### src/hdl/hpd_pkg.sv
`timescale 1ns / 1ps
// Package for the hex packet deframer: phase codes, header and range
// characters, the result word type and the hex character decode.
// No dependencies.
package hpd_pkg;

	typedef enum logic [3:0] {
		PH_HUNT  = 4'd0,
		PH_LENHI = 4'd1,
		PH_LENLO = 4'd2,
		PH_CK0   = 4'd3,
		PH_CK1   = 4'd4,
		PH_CK2   = 4'd5,
		PH_CK3   = 4'd6,
		PH_DHI   = 4'd7,
		PH_DLO   = 4'd8
	} phase_t;

	typedef enum logic [1:0] {
		ST_BUSY    = 2'd0,
		ST_GOOD    = 2'd1,
		ST_BAD_CHK = 2'd2,
		ST_BAD_LEN = 2'd3
	} status_t;

	localparam logic [7:0] CH_NL    = 8'h0A;
	localparam logic [7:0] CH_H     = 8'h48;
	localparam logic [7:0] CH_Z     = 8'h5A;
	localparam logic [7:0] CH_R     = 8'h52;
	localparam logic [7:0] CH_US    = 8'h5F;
	localparam logic [7:0] CH_AT    = 8'h40;
	localparam logic [7:0] CH_O     = 8'h4F;
	localparam logic [7:0] XOR_SEED = 8'hDE;

	typedef struct packed {
		logic        has_byte;
		logic [7:0]  data_byte;
		logic [8:0]  byte_index;
		logic [8:0]  frame_length;
		logic        last_of_frame;
		status_t     frame_status;
	} result_t;

	function automatic logic [7:0] hdr_char(input logic [1:0] pos);
		logic [7:0] r;
		unique case (pos)
			2'd0:    r = CH_H;
			2'd1:    r = CH_Z;
			2'd2:    r = CH_R;
			default: r = CH_US;
		endcase
		return r;
	endfunction

	function automatic logic [7:0] hex_val(input logic [7:0] c);
		logic [7:0] r;
		if (c >= 8'h30 && c <= 8'h39) begin
			r = c - 8'h30;
		end else if (c >= 8'h61 && c <= 8'h66) begin
			r = c - 8'h57;
		end else begin
			r = c - 8'h37;
		end
		return r;
	endfunction

endpackage

### src/hdl/hpd_parser.sv
`timescale 1ns / 1ps
// Frame parser: header hunt, length and check word capture, payload
// decode and check. Uses hpd_pkg.
module hpd_parser (
	input  logic              clk,
	input  logic              arst_n,
	input  logic              step,
	input  logic [7:0]        rx_char,
	output logic              res_valid,
	output hpd_pkg::result_t  res
);

	hpd_pkg::phase_t phase_q, phase_d;
	logic [1:0]  hm_q, hm_d;
	logic [8:0]  len_q, len_d;
	logic [15:0] exp_q, exp_d;
	logic [7:0]  xor_q, xor_d;
	logic [8:0]  bytes_q, bytes_d;
	logic [7:0]  hn_q, hn_d;

	logic [7:0]  hv;
	logic [15:0] ck_next;
	logic [7:0]  byte_val;
	logic [7:0]  xor_next;
	logic [7:0]  hi_off;
	logic [7:0]  lo_off;
	logic        len_bad;
	logic        is_last;
	logic        ok_data;
	logic        ok_zero;
	logic        is_nl;

	assign is_nl    = (rx_char == hpd_pkg::CH_NL);
	assign hv       = hpd_pkg::hex_val(rx_char);
	assign ck_next  = {exp_q[11:0], 4'h0} | {8'h00, hv};
	assign byte_val = {hn_q[3:0], 4'h0} | hv;
	assign xor_next = xor_q ^ byte_val;
	assign hi_off   = hn_q - hpd_pkg::CH_AT;
	assign lo_off   = rx_char - hpd_pkg::CH_AT;
	assign len_bad  = (hn_q < hpd_pkg::CH_AT) || (hn_q > hpd_pkg::CH_O) ||
	                  (rx_char < hpd_pkg::CH_AT) || (rx_char > hpd_pkg::CH_US);
	assign is_last  = ({1'b0, bytes_q} + 10'd1) >= {1'b0, len_q};
	assign ok_data  = ({~xor_next, xor_next} == exp_q);
	assign ok_zero  = ({~xor_q, xor_q} == ck_next);

	always_comb begin
		phase_d = phase_q;
		hm_d    = hm_q;
		len_d   = len_q;
		exp_d   = exp_q;
		xor_d   = xor_q;
		bytes_d = bytes_q;
		hn_d    = hn_q;
		if (!is_nl) begin
			unique case (phase_q)
				hpd_pkg::PH_LENHI: begin
					hn_d    = rx_char;
					phase_d = hpd_pkg::PH_LENLO;
				end
				hpd_pkg::PH_LENLO: begin
					if (len_bad) begin
						phase_d = hpd_pkg::PH_HUNT;
						hm_d    = 2'd0;
						xor_d   = hpd_pkg::XOR_SEED;
						bytes_d = 9'd0;
					end else begin
						len_d   = {hi_off[3:0], lo_off[4:0]};
						exp_d   = 16'h0000;
						xor_d   = hpd_pkg::XOR_SEED;
						bytes_d = 9'd0;
						phase_d = hpd_pkg::PH_CK0;
					end
				end
				hpd_pkg::PH_CK0, hpd_pkg::PH_CK1, hpd_pkg::PH_CK2: begin
					exp_d   = ck_next;
					phase_d = hpd_pkg::phase_t'(phase_q + 4'd1);
				end
				hpd_pkg::PH_CK3: begin
					exp_d = ck_next;
					if (len_q == 9'd0) begin
						phase_d = hpd_pkg::PH_HUNT;
						hm_d    = 2'd0;
						xor_d   = hpd_pkg::XOR_SEED;
						bytes_d = 9'd0;
					end else begin
						phase_d = hpd_pkg::PH_DHI;
					end
				end
				hpd_pkg::PH_DHI: begin
					hn_d    = hv;
					phase_d = hpd_pkg::PH_DLO;
				end
				hpd_pkg::PH_DLO: begin
					if (is_last) begin
						phase_d = hpd_pkg::PH_HUNT;
						hm_d    = 2'd0;
						xor_d   = hpd_pkg::XOR_SEED;
						bytes_d = 9'd0;
					end else begin
						xor_d   = xor_next;
						bytes_d = bytes_q + 9'd1;
						phase_d = hpd_pkg::PH_DHI;
					end
				end
				default: begin
					phase_d = hpd_pkg::PH_HUNT;
					if (rx_char == hpd_pkg::hdr_char(hm_q)) begin
						if (hm_q == 2'd3) begin
							hm_d    = 2'd0;
							phase_d = hpd_pkg::PH_LENHI;
						end else begin
							hm_d = hm_q + 2'd1;
						end
					end else begin
						hm_d = (rx_char == hpd_pkg::CH_H) ? 2'd1 : 2'd0;
					end
				end
			endcase
		end
	end

	always_comb begin
		res_valid = 1'b0;
		res       = '{has_byte: 1'b0, data_byte: 8'h00, byte_index: 9'd0,
		              frame_length: 9'd0, last_of_frame: 1'b0,
		              frame_status: hpd_pkg::ST_BUSY};
		if (!is_nl) begin
			unique case (phase_q)
				hpd_pkg::PH_LENLO: begin
					if (len_bad) begin
						res_valid         = 1'b1;
						res.last_of_frame = 1'b1;
						res.frame_status  = hpd_pkg::ST_BAD_LEN;
					end
				end
				hpd_pkg::PH_CK3: begin
					if (len_q == 9'd0) begin
						res_valid         = 1'b1;
						res.last_of_frame = 1'b1;
						res.frame_status  = ok_zero ? hpd_pkg::ST_GOOD : hpd_pkg::ST_BAD_CHK;
					end
				end
				hpd_pkg::PH_DLO: begin
					res_valid        = 1'b1;
					res.has_byte     = 1'b1;
					res.data_byte    = byte_val;
					res.byte_index   = bytes_q;
					res.frame_length = len_q;
					if (is_last) begin
						res.last_of_frame = 1'b1;
						res.frame_status  = ok_data ? hpd_pkg::ST_GOOD : hpd_pkg::ST_BAD_CHK;
					end
				end
				default: begin
					res_valid = 1'b0;
				end
			endcase
		end
	end

	always_ff @(posedge clk or negedge arst_n) begin
		if (!arst_n) begin
			phase_q <= hpd_pkg::PH_HUNT;
			hm_q    <= 2'd0;
			len_q   <= 9'd0;
			exp_q   <= 16'h0000;
			xor_q   <= hpd_pkg::XOR_SEED;
			bytes_q <= 9'd0;
			hn_q    <= 8'h00;
		end else if (step) begin
			phase_q <= phase_d;
			hm_q    <= hm_d;
			len_q   <= len_d;
			exp_q   <= exp_d;
			xor_q   <= xor_d;
			bytes_q <= bytes_d;
			hn_q    <= hn_d;
		end
	end

endmodule

### src/hdl/hex_packet_deframer.sv
`timescale 1ns / 1ps
// Top level of the hex packet deframer: input register, parser, result register.
// Uses hpd_pkg and hpd_parser.
//
// Takes one received character per clock while the output side does not stall, and
// returns at most one result word per character, back to back when unstalled: the
// character sits in an input register, the parser updates its state and forms the
// result in one pass, and the result lands in an output register, so each result
// word passes both registers after its character is accepted. Newlines are dropped. After "HZR_",
// two length characters, four check characters and the hex payload, each
// decoded byte is sent with its index; the word that ends a frame has tlast
// set and carries the status (good, bad check word or bad length).
module hex_packet_deframer (
	input  logic        clk,
	input  logic        arst_n,
	input  logic        s_axis_tvalid,
	output logic        s_axis_tready,
	input  logic [7:0]  s_axis_tdata,  // [7:0] rx_char
	output logic        m_axis_tvalid,
	input  logic        m_axis_tready,
	output logic [31:0] m_axis_tdata,  // [7:0] data_byte, [16:8] byte_index,
	                                   // [25:17] frame_length, [27:26] frame_status
	output logic        m_axis_tlast,
	output logic [0:0]  m_axis_tuser   // [0] has_byte
);

	logic             valid_s1;
	logic [7:0]       char_s1;
	logic             res_valid;
	hpd_pkg::result_t res;
	logic             out_valid_q;
	hpd_pkg::result_t out_q;
	logic             out_free;
	logic             step;

	assign out_free      = !out_valid_q || m_axis_tready;
	assign step          = valid_s1 && (!res_valid || out_free);
	assign s_axis_tready = !valid_s1 || step;

	always_ff @(posedge clk or negedge arst_n) begin
		if (!arst_n) begin
			valid_s1 <= 1'b0;
		end else if (s_axis_tready) begin
			valid_s1 <= s_axis_tvalid;
		end
	end

	always_ff @(posedge clk) begin
		if (s_axis_tready && s_axis_tvalid) begin
			char_s1 <= s_axis_tdata;
		end
	end

	hpd_parser u_parser (
		.clk       (clk),
		.arst_n    (arst_n),
		.step      (step),
		.rx_char   (char_s1),
		.res_valid (res_valid),
		.res       (res)
	);

	always_ff @(posedge clk or negedge arst_n) begin
		if (!arst_n) begin
			out_valid_q <= 1'b0;
		end else if (out_free) begin
			out_valid_q <= step && res_valid;
		end
	end

	always_ff @(posedge clk) begin
		if (out_free && step && res_valid) begin
			out_q <= res;
		end
	end

	assign m_axis_tvalid = out_valid_q;
	assign m_axis_tdata  = {4'h0, out_q.frame_status, out_q.frame_length,
	                        out_q.byte_index, out_q.data_byte};
	assign m_axis_tlast  = out_q.last_of_frame;
	assign m_axis_tuser  = out_q.has_byte;

endmodule

### config.mk
export PLATFORM = sky130hd
export DESIGN_NAME = hex_packet_deframer
export DESIGN_NICKNAME = d
export VERILOG_FILES = /design/src/hdl/hpd_pkg.sv /design/src/hdl/hpd_parser.sv /design/src/hdl/hex_packet_deframer.sv
export SDC_FILE = /design/constraint.sdc
export NUM_CORES = 1
export LEC_CHECK = 0
export ABC_CLOCK_PERIOD_IN_PS = 4400
export BUFFER_PORTS_ARGS = -buffer_cell sky130_fd_sc_hd__buf_2
export CAP_MARGIN = 25
export CORE_MARGIN = 3
export CORE_UTILIZATION = 60
export DETAILED_ROUTE_END_ITERATION = 8
export PLACE_DENSITY = 0.77
export SYNTH_ARGS = -nofsm -noshare
export SYNTH_HDL_FRONTEND = slang
export SYNTH_SLANG_ARGS = --single-unit
### constraint.sdc
create_clock -name clk -period 4.4 [get_ports clk]
set_input_delay 0.88 -clock clk [delete_from_list [all_inputs] [get_ports clk]]
set_output_delay 0.88 -clock clk [all_outputs]
set_load 0.02 [all_outputs]
### After elaboration in Yosys (flattened, before gate mapping)

Cells that the tools add are included.

* flip-flop bits (word level): 96
* input bits: 12
* output and inout bits: 36
* logic and storage cells: 133

* add/sub/neg operators: 9
* magnitude comparators: 9
* equality and inequality tests: 20
* mux-type cells: 38
* bitwise logic cells: 9
* reduce and logical (&&, ||, !) cells: 32

Operators with widths (count)
* 8-bit 2-to-1 mux: 6
* 16-bit equality test: 2
* 16-bit one-hot mux with 2 select lines: 1
* 27-bit 2-to-1 mux: 1
* 9-bit one-hot mux with 3 select lines: 1
* 4-bit one-hot mux with 6 select lines: 1
* 8-bit one-hot mux with 3 select lines: 1
* 9-bit 2-to-1 mux: 2
* 4-bit by 3-bit equality test with 1-bit output (second input constant): 4
* 8-bit by 7-bit greater-than comparator with 1-bit output (second input constant): 2
* 8-bit by 7-bit < comparator with 1-bit output (second input constant): 2
* 16-bit 2-to-1 mux: 1
* 2-bit 2-to-1 mux: 8
* 8-bit inverter: 2
* 16-bit by 8-bit bitwise OR with 16-bit output: 1
* 8-bit one-hot mux with 2 select lines: 1
* 8-bit by 6-bit subtractor with 8-bit output (second input constant): 2
* 3-bit 2-to-1 mux: 5
* 5-bit one-hot mux with 3 select lines: 1
* 4-bit AND reduction: 3
* 9-bit by 1-bit adder with 10-bit output (second input constant): 1
* 10-bit by 9-bit greater-or-equal comparator with 1-bit output: 1
* 9-bit by 1-bit adder with 9-bit output (second input constant): 1
* 9-bit logical NOT: 1
* other kinds (41): 66

### Depth between registers and ports, before layout

* depth after elaboration: 12
* depth in mapped cells: 15
* gate-level depth less buffers: 14

### Hierarchy

Synthesis repeated with hierarchy kept, for this count alone.

* cell total of the unflattened synthesis: 595
* area total of the unflattened synthesis: 5736.8 µm²

Modules (own cells, without submodules)
* hpd_parser: instances 1, cells an instance 542, area each 4455.5 µm², seq. area each 1408.9 µm²
* hex_packet_deframer: instances 1, cells an instance 53, area each 1281.2 µm², seq. area each 1191.1 µm²

### Least setup slack after synthesis

Ideal clock, no wire load.

* path kind: reg2reg
* start: reg char_s1[5]
* end: reg out_q, in the netlist m_axis_tdata[0] (enable)
* setup time: 417 ps
* data arrival time: 3058 ps
* data required time: 3983 ps
* path slack: 925 ps
* stages on the path, launching flop included: 9
* buffers on the path: 0
* period minus slack after synthesis: 3475 ps
* cells stage by stage: edfxtp_1 inv_1 ha_1 nand4_1 a211oi_4 mux2i_2 a21oi_4 o211ai_1 nor2_1

* word-level cells in the longest chain between the ends: 11
* elaborated cells between the ends (all ways): 13
* those cells by class: order compare: 2; eq/ne: 1; mux: 3; reduce/logical: 7

RTL lines
* start, declared: line hex_packet_deframer.sv:28 `logic [7:0] char_s1;`
* start signal, assigned: line hex_packet_deframer.sv:50 `char_s1 <= s_axis_tdata;`
* 8-bit by 7-bit < comparator with 1-bit output: line hpd_parser.sv:41 `(rx_char < hpd_pkg::CH_AT) || (rx_char > hpd_pkg::CH_US);`
* 1-bit logical OR: line hpd_parser.sv:40 `assign len_bad = (hn_q < hpd_pkg::CH_AT) || (hn_q > hpd_pkg::CH_O) ||`
* 1-bit logical OR: line hpd_parser.sv:41
* 1-bit 2-to-1 mux: line hpd_parser.sv:130 `if (len_bad) begin`
* 1-bit one-hot mux with 3 select lines: line hpd_parser.sv:128 `unique case (phase_q)`
* 1-bit 2-to-1 mux *: line hpd_parser.sv:127 `if (!is_nl) begin`
* 1-bit logical NOT: line hex_packet_deframer.sv:37 `assign step = valid_s1 && (!res_valid || out_free);`
* 1-bit logical OR: line hex_packet_deframer.sv:37
* 1-bit logical AND: line hex_packet_deframer.sv:37
* 1-bit logical AND: line hex_packet_deframer.sv:72 `if (out_free && step && res_valid) begin`
* 1-bit logical AND *: line hex_packet_deframer.sv:72
* end signal, assigned: line hex_packet_deframer.sv:73 `out_q <= res;`
* end, declared: line hex_packet_deframer.sv:32 `hpd_pkg::result_t out_q;`

Every way passes the cells marked *; elsewhere a longest branch is shown, timed or not.
A chain may end at the register's enable or synchronous reset.

### Worst setup path after layout

* start: reg u_parser.bytes_q[0]
* end: reg u_parser.bytes_q[0]

* word-level cells in the longest chain between the ends: 4
* elaborated cells between the ends (all ways): 5
* those cells by class: add/sub: 2; order compare: 1; mux: 2

RTL lines
* start, declared: line hpd_parser.sv:18 `logic [8:0] bytes_q, bytes_d;`
* start signal, assigned: line hpd_parser.sv:176 `bytes_q <= bytes_d;`
* 9-bit by 1-bit adder with 10-bit output: line hpd_parser.sv:42 `assign is_last = ({1'b0, bytes_q} + 10'd1) >= {1'b0, len_q};`
* 10-bit by 9-bit greater-or-equal comparator with 1-bit output: line hpd_parser.sv:42
* 9-bit 2-to-1 mux *: line hpd_parser.sv:94 `if (is_last) begin`
* 9-bit one-hot mux with 3 select lines *: line hpd_parser.sv:55 `unique case (phase_q)`

Marks and branches as above.

==> qor.yml <==
grt_pass1_wl_um: 21800
dp.cells: 706
clock-sinks: 96
grt_setup_unrepaired: "no"
io-pin-count: 48
drtIter0Drc: 353
reg2reg_setup_slack_ns: 0.57
worst-setup-path-type: "reg2reg"
clk_latency_ns: 0.37
die_w_um: 103
wire_per_inst_um: 18.1
cp_cell_sequence: "ha_1, and3_1, and3_1, xor2_1, ha_1, a21o_1, a21oi_1, o31ai_1, and2_1, or4_1, nor2_1, buf_4, mux2_2"
max_stage_delay_ns: 0.64
stdcell_count: 723
grt_pass1_vias: 4250
yosys-top-cells-area: "dfrtp_1 (23%), edfxtp_1 (20%), ha_1 (6.0%)"
area_growth_pct: 9.04
totalWireLength_um: 13100
portBuffers: 43
syn_area_mm2: 0.00567
start_util: 0.635
peakVddDrop_v: 0.000239
required_ns: 4.71
setup_viol: 0
dr.pass1.iters: 6
min_path_type: "in2async"
period_share: 0.870
postSynthCellCount: 573
cts_inserted_buffers: 9
track_usage: 0.266
crit_path_end_kind: "flip-flop"
rows: 34
vias: 4541
cts.root.buffer_cell: "clkbuf_8"
worstMarginPinSlew_ns: 0.912
fin_total_pwr_mw: 2.74
finalClockSkew_ns: 0.0177
status: "completed"
nFillCells: 697
cp_max_fo: 7
drv_slew: 0
yosysTopAreaCellShare: 0.229
h-tree-depth: 3
max_slew_margin: 0.390
cts_tree: "built"
grt_overflow: 0
antennaDiodeCount: 0
ys.flop_type: "dfrtp_1"
ctsResizeCount: 0
whs_ns: 0.317
max_freq_mhz: 261
synthArstFlopShare: 0.604
core_area_mm2: 0.00893
synth-seq-cells: 96
die_h_um: 103
synth.yosys.warnings: 0
rr_endpoint: "u_parser.bytes_q[0]$_DFFE_PN0P_"
syn_avg_cell_area_um2: 9.90
route.detailed.drc: 0
vias_per_cell: 6.28
grt_max_degree: 44
ant_nets: 0
cts_setup_buffers: 0
p_per_area_mw_per_mm2: 443
cts-hold-fix-buffers: 0
cp-start-kind: "flip-flop"
clk_pin_slew_ns: 0.10
dieArea_mm2: 0.0107
nets: 649
dpl.hpwl_um: 9730
crit_slowest_cell: "or4_1"
rr_worst_depth: 13
synth_top_cell_by_area: "dfrtp_1"
post-route-util: 0.692
synth_edf_count: 38
crit_arrival_ns: 4.14
yosysUniqueCellTypes: 66
layout_min_cycle_time_ns: 3.83
ys_seq_area_frac: 0.458
p_leak_nw: 2.65
reg2reg_from: "u_parser.bytes_q[0]$_DFFE_PN0P_"
hold_violations: 0
drv_cap: 0
tns_ns: 0
cts_buffer_depth: 2
place.gp.congestion: 0.964
antenna_found_initial: 0
layout-drive-gt1-share: 0.166
## where the power goes
part | total, mW | leakage, nW | internal, mW | switching (mW)
Clock | 0.595 | 0.105 | 0.265 | 0.330
Sequential | 1.29 | 1.12 | 1.12 | 0.167
Combinational | 0.861 | 1.42 | 0.319 | 0.542
Total | 2.74 | 2.65 | 1.70 | 1.04
## area by class of cell
cell class,instances,area (µm²),area share
timing repair buffer,54,310,0.0502
tap,108,135,0.0218
sequential,96,2600,0.420
inverter,25,93.8,0.0152
clock buffer,11,163,0.0263
clock inverter,5,45.0,0.00728
multi-input combinational,424,2840,0.459
## cells in the final DEF (no fill, tap or decap), types with 14 or more instances in the layout
| cell | count |
|---|---|
| nand2_1 | 57 |
| dfrtp_1 | 52 |
| nor2_1 | 49 |
| buf_2 | 43 |
| o21ai_0 | 40 |
| edfxtp_1 | 38 |
| ha_1 | 27 |
| inv_1 | 25 |
| and3_1 | 17 |
| nand2b_1 | 17 |
| a21oi_1 | 15 |
| xnor2_1 | 14 |
## worst max-delay path, delay by kind of cell (launching register included)
kind                       cells  cell delay (ns)
xor gates and xnor gates       1             0.17
muxes                          1             0.15
adders and majority gates      2             0.62
DFF                            1             0.47
AOI/OAI and AO/OA              3             0.42
buffers and inverters          1             0.24
and+or+nand+nor                5             1.71
## per-stage QoR
step	instance area (µm²)	worst slack, ns
floorplan	5680	0.925
global route	6190	0.278
CTS	6170	0.593
finish	6190	0.573
detailed placement	5960	0.652
global placement	5960	0.734
## synthesized netlist by cell type, types with 10 or more instances
master	n
clkbuf_1	17
nor2_1	50
xnor2_1	14
o31ai_1	11
dfrtp_1	52
mux2i_1	10
nand3_1	12
a21oi_1	15
and3_1	17
o211ai_1	10
inv_1	25
o21ai_0	40
nor2b_1	10
ha_1	27
edfxtp_1	38
nand2_1	57
xor2_1	12
nand2b_1	17
## cell families (layout without fill, tap and decap cells)
family,after synthesis,after routing,share of synthesized area
buffers and inverters,56,95,0.0437
other,1,4,0.000661
DFF,96,96,0.458
xor gates and xnor gates,27,27,0.0441
muxes,22,22,0.0437
adders and majority gates,27,27,0.0595
and+or+nand+nor,207,207,0.183
AOI/OAI and AO/OA,137,137,0.167
## flip-flops by register name, summed over array words and instances, names as in the netlist
| name | count |
|---|---|
| valid_s1 | 1 |
| u_parser.hm_q | 2 |
| u_parser.exp_q | 16 |
| u_parser.len_q | 9 |
| u_parser.bytes_q | 9 |
| m_axis_tuser | 1 |
| u_parser.hn_q | 8 |
| m_axis_tvalid | 1 |
| m_axis_tlast | 1 |
| m_axis_tdata | 28 |
| char_s1 | 8 |
| u_parser.phase_q | 4 |
| u_parser.xor_q | 8 |
## worst max path at each step
stage / from / end / slack, ns / cells past startpoint
finish: u_parser.bytes_q[0]$_DFFE_PN0P_ / u_parser.bytes_q[0]$_DFFE_PN0P_ / 0.57 / 13
global route: u_parser.bytes_q[0]$_DFFE_PN0P_ / u_parser.bytes_q[6]$_DFFE_PN0P_ / 0.28 / 13
CTS: u_parser.bytes_q[0]$_DFFE_PN0P_ / u_parser.bytes_q[0]$_DFFE_PN0P_ / 0.59 / 13
detailed placement: u_parser.bytes_q[0]$_DFFE_PN0P_ / u_parser.bytes_q[6]$_DFFE_PN0P_ / 0.65 / 13
global placement: u_parser.bytes_q[0]$_DFFE_PN0P_ / u_parser.bytes_q[0]$_DFFE_PN0P_ / 0.73 / 13
floorplan: char_s1[5]$_DFFE_PP_ / m_axis_tdata[0]$_SDFFCE_PP0P_ / 0.92 / 8
## routing by layer
metal  vias up  track usage  part of all wire
met5         -            0                 0
met2       178        0.409              0.46
li1       2140            -                 -
met1      2199        0.389              0.46
met3        24       0.0369             0.061
met4         0       0.0916             0.022
Power figures use the tool's default switching activity.
